--- src/hdl/esmv_pkg.sv ---
`default_nettype none
// ----------------------------------------------------------------------------
// ELLPACK sparse matrix-vector multiply package
// Shared types, codes and constants for the sparse matrix-vector block.
// ----------------------------------------------------------------------------
package esmv_pkg;

   // Default sizes of the stores.
   localparam int MAX_ROWS_DEF  = 1024;
   localparam int MAX_SLOTS_DEF = 16;
   localparam int MAX_COLS_DEF  = 1024;

   // Widths of the fields and of the internal command.
   localparam int CmdAddrWidth = 24;   // holds row * slots + slot at the largest sizes
   localparam int SlotLimWidth = 9;    // holds a slot count up to 256
   localparam int CsrWidth     = 11;

   // Register reset values.
   localparam logic [10:0] NUM_ROWS_RST      = 11'd1024;
   localparam logic [10:0] NUM_COLS_RST      = 11'd1024;
   localparam logic [4:0]  SLOTS_PER_ROW_RST = 5'd16;
   localparam logic [10:0] VECTOR_LENGTH_RST = 11'd1024;

   // Register indexes.
   localparam logic [1:0] CSR_NUM_ROWS      = 2'd0;
   localparam logic [1:0] CSR_NUM_COLS      = 2'd1;
   localparam logic [1:0] CSR_SLOTS_PER_ROW = 2'd2;
   localparam logic [1:0] CSR_VECTOR_LENGTH = 2'd3;

   // Function codes of an input transaction.
   localparam logic [1:0] FUNC_LOAD_SLOT   = 2'd0;
   localparam logic [1:0] FUNC_LOAD_VECTOR = 2'd1;
   localparam logic [1:0] FUNC_COMPUTE     = 2'd2;
   localparam logic [1:0] FUNC_RESERVED    = 2'd3;

   typedef struct packed {
      logic [1:0]         func;
      logic [9:0]         row;
      logic [3:0]         slot;
      logic [9:0]         column;
      logic               slot_used;
      logic signed [31:0] value;
   } req_type;

   typedef struct packed {
      logic [9:0]         row_index;
      logic signed [47:0] row_sum;
      logic               size_error;
   } rsp_type;

   typedef enum logic [1:0] {
      OP_SLOT,
      OP_VECTOR,
      OP_ROW
   } op_type;

   // Classified command handed from the front to the back.
   typedef struct packed {
      op_type                    op;
      logic [CmdAddrWidth-1:0]   addr;
      logic [9:0]                row;
      logic [9:0]                column;
      logic                      slot_used;
      logic signed [31:0]        value;
      logic [SlotLimWidth-1:0]   slot_lim;
      logic                      size_err;
   } cmd_type;

   // Status from the back to the front.
   typedef struct packed {
      logic pop;
      logic clearing;
   } back_status_type;

   // Slot store word.
   typedef struct packed {
      logic               used;
      logic [9:0]         column;
      logic signed [31:0] value;
   } slot_word_type;

   localparam logic signed [47:0] SUM_MAX = 48'sh7FFF_FFFF_FFFF;
   localparam logic signed [47:0] SUM_MIN = 48'sh8000_0000_0000;

endpackage
`default_nettype wire

--- src/hdl/esmv_front.sv ---
`default_nettype none
// ----------------------------------------------------------------------------
// Sparse matrix-vector front end
// Holds the configuration, checks and classifies input transactions and
// queues the accepted commands for the back end.
// ----------------------------------------------------------------------------
module esmv_front #(
   parameter int MAX_ROWS  = esmv_pkg::MAX_ROWS_DEF,
   parameter int MAX_SLOTS = esmv_pkg::MAX_SLOTS_DEF,
   parameter int MAX_COLS  = esmv_pkg::MAX_COLS_DEF
) (
   input  wire logic                    clock,
   input  wire logic                    reset,
   input  wire logic                    req_valid,
   output logic                         req_stall,
   input  wire esmv_pkg::req_type       req_data,
   input  wire logic                    csr_valid,
   output logic                         csr_ready,
   input  wire logic [1:0]              csr_index,
   input  wire logic [esmv_pkg::CsrWidth-1:0] csr_data,
   output logic                         q_valid,
   output esmv_pkg::cmd_type            q_cmd,
   input  wire esmv_pkg::back_status_type back_status
);

   logic [10:0] num_rows_ff, num_rows_in;
   logic [10:0] num_cols_ff, num_cols_in;
   logic [4:0]  slots_per_row_ff, slots_per_row_in;
   logic [10:0] vector_length_ff, vector_length_in;

   esmv_pkg::cmd_type q_mem_ff [2];
   logic       wr_ptr_ff, wr_ptr_in;
   logic       rd_ptr_ff, rd_ptr_in;
   logic [1:0] count_ff, count_in;

   logic              row_ok, slot_ok, col_ok, vec_ok;
   logic              push, accept;
   esmv_pkg::cmd_type cmd;

   assign csr_ready = 1'b1;

   // Configuration register writes.
   always_comb begin
      num_rows_in      = num_rows_ff;
      num_cols_in      = num_cols_ff;
      slots_per_row_in = slots_per_row_ff;
      vector_length_in = vector_length_ff;
      if (csr_valid && csr_ready) begin
         unique case (csr_index)
            esmv_pkg::CSR_NUM_ROWS:      num_rows_in      = csr_data;
            esmv_pkg::CSR_NUM_COLS:      num_cols_in      = csr_data;
            esmv_pkg::CSR_SLOTS_PER_ROW: slots_per_row_in = csr_data[4:0];
            esmv_pkg::CSR_VECTOR_LENGTH: vector_length_in = csr_data;
         endcase
      end
   end

   // Range checks against the configuration and the store sizes.
   assign row_ok  = (32'(req_data.row) < 32'(num_rows_ff)) && (32'(req_data.row) < MAX_ROWS);
   assign slot_ok = (32'(req_data.slot) < 32'(slots_per_row_ff))
                    && (32'(req_data.slot) < MAX_SLOTS);
   assign col_ok  = (32'(req_data.column) < 32'(num_cols_ff))
                    && (32'(req_data.column) < MAX_COLS);
   assign vec_ok  = (32'(req_data.column) < 32'(vector_length_ff))
                    && (32'(req_data.column) < MAX_COLS);

   // Classify the transaction into a command; dropped ones are never queued.
   always_comb begin
      cmd.row       = req_data.row;
      cmd.column    = req_data.column;
      cmd.slot_used = req_data.slot_used;
      cmd.value     = req_data.value;
      cmd.size_err  = (num_cols_ff != vector_length_ff);
      if (32'(slots_per_row_ff) < MAX_SLOTS) begin
         cmd.slot_lim = esmv_pkg::SlotLimWidth'(slots_per_row_ff);
      end else begin
         cmd.slot_lim = esmv_pkg::SlotLimWidth'(MAX_SLOTS);
      end
      cmd.addr = esmv_pkg::CmdAddrWidth'(32'(req_data.row) * MAX_SLOTS);
      cmd.op   = esmv_pkg::OP_ROW;
      push     = 1'b0;
      unique case (req_data.func)
         esmv_pkg::FUNC_LOAD_SLOT: begin
            cmd.op   = esmv_pkg::OP_SLOT;
            cmd.addr = esmv_pkg::CmdAddrWidth'(32'(req_data.row) * MAX_SLOTS
                                               + 32'(req_data.slot));
            push     = row_ok && slot_ok && (!req_data.slot_used || col_ok);
         end
         esmv_pkg::FUNC_LOAD_VECTOR: begin
            cmd.op = esmv_pkg::OP_VECTOR;
            push   = vec_ok;
         end
         esmv_pkg::FUNC_COMPUTE: begin
            cmd.op = esmv_pkg::OP_ROW;
            push   = row_ok;
         end
         default: begin
            push = 1'b0;
         end
      endcase
   end

   // Two-entry command queue.
   assign req_stall = back_status.clearing || (count_ff == 2'd2);
   assign accept    = req_valid && !req_stall;
   assign q_valid   = (count_ff != 2'd0);
   assign q_cmd     = q_mem_ff[rd_ptr_ff];

   always_comb begin
      wr_ptr_in = wr_ptr_ff;
      rd_ptr_in = rd_ptr_ff;
      count_in  = count_ff;
      if (accept && push) begin
         wr_ptr_in = ~wr_ptr_ff;
      end
      if (back_status.pop) begin
         rd_ptr_in = ~rd_ptr_ff;
      end
      count_in = count_ff + 2'(accept && push) - 2'(back_status.pop);
   end

   always_ff @(posedge clock) begin
      if (reset) begin
         num_rows_ff      <= esmv_pkg::NUM_ROWS_RST;
         num_cols_ff      <= esmv_pkg::NUM_COLS_RST;
         slots_per_row_ff <= esmv_pkg::SLOTS_PER_ROW_RST;
         vector_length_ff <= esmv_pkg::VECTOR_LENGTH_RST;
         wr_ptr_ff        <= 1'b0;
         rd_ptr_ff        <= 1'b0;
         count_ff         <= 2'd0;
      end else begin
         num_rows_ff      <= num_rows_in;
         num_cols_ff      <= num_cols_in;
         slots_per_row_ff <= slots_per_row_in;
         vector_length_ff <= vector_length_in;
         wr_ptr_ff        <= wr_ptr_in;
         rd_ptr_ff        <= rd_ptr_in;
         count_ff         <= count_in;
      end
      if (accept && push) begin
         q_mem_ff[wr_ptr_ff] <= cmd;
      end
   end

endmodule
`default_nettype wire

--- config.mk ---
export PLATFORM = sky130hd
export DESIGN_NAME = esmv_front
export DESIGN_NICKNAME = d
export VERILOG_FILES = /design/src/hdl/esmv_pkg.sv /design/src/hdl/esmv_front.sv
export SDC_FILE = /design/constraint.sdc
export NUM_CORES = 1
export LEC_CHECK = 0
export BUFFER_PORTS_ARGS = -buffer_cell sky130_fd_sc_hd__buf_2
export CAP_MARGIN = 10
export CORE_MARGIN = 8
export CORE_UTILIZATION = 49
export DETAILED_ROUTE_END_ITERATION = 10
export PLACE_DENSITY = 0.82
export SLEW_MARGIN = 40
export SYNTH_ARGS = -nofsm -noshare
export SYNTH_HDL_FRONTEND = slang
export SYNTH_SLANG_ARGS = --single-unit
--- constraint.sdc ---
create_clock -name clock -period 5.5 [get_ports clock]
set_clock_uncertainty 0.1 [all_clocks]
set_input_delay 0.825 -clock clock [delete_from_list [all_inputs] [get_ports clock]]
set_output_delay 0.825 -clock clock [all_outputs]
set_load 0.02 [all_outputs]
# [Yosys cells after proc, flatten, opt, wreduce, memory -nomap -nowiden]
# Memory sizes are Yosys's and may differ from the RTL's. A register that Yosys moved wholly into a read port is not among the register bits.
# Cells that the tools add are included.
[totals] register_bits=42 latchBits=0 mem_bits_rw=152 rom_bits=0 out_inout_bits=92 elab_cells=48 n_memories=1
[memory_table] memory="q_mem_ff" depth=2 width=76 read_ports=1 rd_ports_with_merged_regs=1 wr=1 line_no="esmv_front.sv:31" text="esmv_pkg::cmd_type q_mem_ff [2];"
[classes] addsub=3 multipliers=0 div=0 magnitude_cmp=5 eq_ne=7 shifts=0 n_mux=8 n_bitwise=2 n_reduce_logical=15
[op_table] cell="$lt A10 B11 Y1" count=3
[op_table] cell="$add A14 B4 Y15" count=1
[op_table] cell="$mux W15" count=1
[op_table] cell="$ne A11 B11 Y1" count=1
[op_table] cell="$eq A2 B2 Y1 const B" count=4
[op_table] cell="$reduce_and A2 Y1" count=4
[op_table] cell="$lt A4 B5 Y1" count=1
[op_table] cell="$lt A5 B5 Y1 const B" count=1
[op_table] cell="$mux W5" count=1
[op_table] cell="$eq A2 B1 Y1 const B" count=2
[op_table] cell="$logic_and A1 B1 Y1" count=4
[op_table] cell="$logic_not A2 Y1" count=2
[op_table] cell="$mux W1" count=4
[op_table] cell="$pmux W2 S2" count=1
[op_table] cell="$pmux W1 S3" count=1
[op_table] cell="$add A2 B1 Y2" count=1
[op_table] cell="$logic_not A1 Y1" count=2
[op_table] cell="$logic_or A1 B1 Y1" count=2
[op_table] cell="$not A1 Y1" count=2
[op_table] cell="$reduce_bool A2 Y1" count=1
[op_table] cell="$sub A2 B1 Y2" count=1

# [Depth between registers and ports, before layout]
[depth] word_depth=7 depth_mapped=13 depth_no_buf=13

# [Worst setup path before layout]
# Ideal clock, no wire load.
[synth_timing] kind="input -> register" startpoint="input port req_data[41] (netlist bit)" endpoint="memory q_mem_ff[1][0] (netlist bit), enable pin" setup_ps=496 arrival_ps=4925 path_slack_ps=-21 cell_stages=7 n_path_buf=0 cell_sequence="ha_1 a21o_1 a21o_1 a211oi_2 o21ai_1 o31a_1 nor2b_1"
[synth_between] elab_chain_len=7
[synth_lines] item="from (decl)" line_no="esmv_front.sv:16" text="input wire esmv_pkg::req_type req_data,"
[synth_lines] item="$lt A10 B11 Y1" line_no="esmv_front.sv:62" text="assign col_ok = (32'(req_data.column) < 32'(num_cols_ff))"
[synth_lines] item="$logic_or A1 B1 Y1" line_no="esmv_front.sv:87" text="push = row_ok && slot_ok && (!req_data.slot_used || col_ok);"
[synth_lines] item="$logic_and A1 B1 Y1" line_no="esmv_front.sv:87"
[synth_lines] item="$pmux W1 S3 *" line_no="esmv_front.sv:82" text="unique case (req_data.func)"
[synth_lines] item="$logic_and A1 B1 Y1 *" line_no="esmv_front.sv:140" text="if (accept && push) begin"
[synth_lines] item="$mux W1 *" line_no="esmv_front.sv:140"
[synth_lines] item="$mux W1 (implied by the code) *" line_no="esmv_front.sv:141" text="q_mem_ff[wr_ptr_ff] <= cmd;"
[synth_lines] item="to (decl)" line_no="esmv_front.sv:31"
# Every way passes the cells marked *; elsewhere a longest branch is shown, timed or not.

# [Worst setup path in the final report]
[layout_timing] startpoint="input port req_data[39] (netlist bit)" endpoint="memory q_mem_ff[0][4] (netlist bit), enable pin"
# Same word-level chain as after synthesis.

==> impl_metrics.tcl <==
set metrics [dict create \
    status "complete, no violations" \
    maxCapViolCount 0 \
    area_delta_synth_final_pct 20.1 \
    synth-seq-cells 173 \
    clock-root-buffer "clkbuf_16" \
    ant_nets 0 \
    pwr-share-clk_pct 38.6 \
    cts_made_buffers 17 \
    min_path_type "reg -> reg" \
    ios 170 \
    setup_violations 0 \
    seqPwrFrac_pct 48.4 \
    diodes 0 \
    switching_share_pct 24.1 \
    rrSetupSlack_ns 2.34 \
    synth_cell_types 39 \
    p_int_mw 2.34 \
    port_buffers 154 \
    grt_use_total_pct 16.5 \
    wl_mm 15.9 \
    vias 4637 \
    vdd_ir_drop_max_v 0.000210 \
    post_drt_wl_per_cell_um 17.8 \
    grt_setup_unrepaired "false" \
    first_pass_iters 4 \
    cts_sinks 173 \
    fin_crit_sh_pct 59.5 \
    grt_pass1_wl_mm 25.0 \
    cts_buffer_depth 2 \
    p_leak_nw 3.54 \
    synthCells 545 \
    powerDensity_nw_per_um2 347 \
    p_switching_uw 744 \
    drt_iter0_markers 315 \
    clkLatencyLatePin_ns 0.42 \
    antenna_found_initial 0 \
    start_util_pct 49.5 \
    place_ws_ns 1.72 \
    dp_hpwl_mm 11.4 \
    fillCellCount 1156 \
    cts_setup_buffers 0 \
    post-route-drc-count 0 \
    required_ns 5.50 \
    syn-cell-area_um2 7410 \
    avgSynthCellArea_um2 13.6 \
    rows 45 \
    path_clk_slew_ns 0.06 \
    fin_nets 802 \
    grt_pass1_vias 4861 \
    vias_per_cell 5.19 \
    fin_worst_hold_slack_ns 0.382 \
    grt_max_degree 48 \
    fmax_mhz 305 \
    final_util_pct 59.4 \
    worstSetupStartpointType "primary input" \
    fin_crit_ns 3.27 \
    finalSetupTns_ns 0 \
    critPathArrivalTime_ns 3.27 \
    drive_above_1_share_pct 36.7 \
    slew_viol_final 0 \
    synth_warnings 0 \
    end_kind "register" \
    postCtsHoldBufs 0 \
    setup_ws_ns 2.23 \
    die_w_um 139 \
    p_comb_share_pct 13.0 \
    die_area_um2 19300 \
    die_y_um 139 \
    htree_levels 4 \
    gp_congestion 0.892 \
    worst_slew_pin_slew_ns 0.792 \
    hold_viol_final 0 \
    core_area_um2 15000 \
    overflow 0 \
    cts_resized 0 \
    worstPathMaxFanout 47 \
    cts_tree "built" \
    slew_headroom_pct 47.0 \
    seq_area_frac_synth_pct 64.3 \
    critical_path_class "in -> reg" \
]
## area by class of cell
class | count | area (um2) | area share (%)
repair buffers | 157 | 831 | 9.34
multi-input cells | 307 | 2330 | 26.2
clock inverters | 10 | 111 | 1.25
flip-flops and latches | 173 | 4770 | 53.6
inverters | 36 | 135 | 1.52
well taps | 188 | 235 | 2.64
clock buffers | 22 | 485 | 5.45
## per-layer routing
metal | up-vias | part of all wire (%) | track usage [%]
met5 | - | 0 | 0
met4 | 0 | 1.9 | 6.12
met3 | 24 | 5.8 | 5.34
met2 | 163 | 46 | 26.1
met1 | 2252 | 46 | 20.9
li1 | 2198 | - | -
## cell usage in the layout (no fill, tap or decap), drive strengths merged, types with 3 or more instances in the layout
cell type | Yosys | final
buf | 26 | 157
edfxtp | 130 | 130
mux2 | 66 | 66
nor2 | 52 | 52
dfxtp | 43 | 43
inv | 36 | 37
ha | 32 | 32
a21oi | 29 | 29
nand2 | 26 | 26
clkbuf | 16 | 22
conb | 2 | 15
mux2i | 14 | 14
xor2 | 12 | 12
nor2b | 9 | 9
a21o | 6 | 6
o21ai | 6 | 6
clkinv | 0 | 6
nand3 | 4 | 4
nor4 | 4 | 4
and2 | 4 | 4
a211o | 4 | 4
a211oi | 4 | 4
nand2b | 3 | 3
## path summary, 6_finish.rpt
| path | start | depth (start not counted) | endpoint |
|---|---|---|---|
| worst max-delay path | req_data[39] | 9 | q_mem_ff[0][4] |
| worst max register to register | vector_length_ff[4] | 9 | q_mem_ff[0][4] |
| worst min register to register | vector_length_ff[0] | 2 | vector_length_ff[0] |
| worst min-delay path | vector_length_ff[0] | 2 | vector_length_ff[0] |
## stage by stage
| step | power [mW] | instances | cell area, um2 |
|---|---|---|---|
| 3_3_place_gp | 1.91 | 860 | 8280 |
| 4_1_cts | 3.12 | 893 | 8900 |
| 6_report | 3.09 | 893 | 8900 |
| 2_1_floorplan | 1.79 | 558 | 7460 |
| 5_1_grt | 3.21 | 893 | 8900 |
| 3_5_place_dp | 1.93 | 861 | 8300 |
## sequential cells by signal (all words and copies together) (netlist names), named ones only
signal / count
slots_per_row_ff: 5
count_ff: 2
wr_ptr_ff: 1
num_cols_ff: 11
vector_length_ff: 11
num_rows_ff: 11
q_mem_ff: 130
rd_ptr_ff: 1
## worst max-delay path, cell delays in order
cell and delay, ns:
buf_2 0.12, ha_1 0.30, a21o_1 0.16, a221oi_1 0.32, o31ai_1 0.14, a41o_1 0.26
o31a_1 0.20, nor2_4 0.56, buf_12 0.34
## power by group through the flow
stage | clock network, mW | logic (mW) | registers (mW)
after CTS | 1.22 | 0.406 | 1.50
after detailed placement | 0 | 0.403 | 1.52
after global routing | 1.27 | 0.437 | 1.50
final | 1.19 | 0.401 | 1.49
after global placement | 0 | 0.379 | 1.53
after floorplan | 0 | 0.278 | 1.51
## synthesized netlist by cell type
cell type | instances | area share, %
a211oi_1 | 3 | 0.30
nor4_1 | 4 | 0.34
o31a_1 | 1 | 0.12
edfxtp_1 | 130 | 53
xnor2_1 | 2 | 0.24
nand2b_1 | 3 | 0.25
or2_2 | 1 | 0.084
mux2_4 | 1 | 0.20
dfxtp_1 | 43 | 12
buf_1 | 1 | 0.051
nand3_1 | 4 | 0.27
inv_1 | 36 | 1.8
xor2_1 | 12 | 1.4
o31ai_1 | 1 | 0.10
nor3_1 | 2 | 0.14
buf_4 | 25 | 2.5
nor3b_1 | 1 | 0.10
o21ai_0 | 5 | 0.34
a41o_1 | 1 | 0.14
a211oi_2 | 1 | 0.17
a21oi_1 | 29 | 2.0
and3_1 | 2 | 0.17
nand3b_1 | 2 | 0.20
ha_1 | 32 | 5.4
a21o_1 | 6 | 0.61
a211o_1 | 4 | 0.47
nand4b_1 | 1 | 0.12
a2111o_1 | 1 | 0.15
nor2_1 | 52 | 2.6
nand2_1 | 26 | 1.3
o21ai_1 | 1 | 0.067
mux2_2 | 65 | 9.9
a221oi_1 | 1 | 0.12
and2_1 | 4 | 0.34
mux2i_1 | 14 | 1.9
nor2b_1 | 9 | 0.76
clkbuf_1 | 16 | 0.81
conb_1 | 2 | 0.10
or3_1 | 1 | 0.084
## logic make-up (layout without fill, tap and decap cells)
family | Yosys count | count (layout) | share of synthesized area, %
muxes | 80 | 80 | 12.0
other | 2 | 15 | 0.101
DFF | 173 | 173 | 64.3
xor gates and xnor gates | 14 | 14 | 1.65
and+or+nand+nor | 112 | 112 | 6.81
AOI/OAI and AO/OA | 54 | 54 | 4.54
buffers and inverters | 78 | 225 | 5.22
adders and majority gates | 32 | 32 | 5.40
No activity file was read; power rests on OpenSTA's default activity.
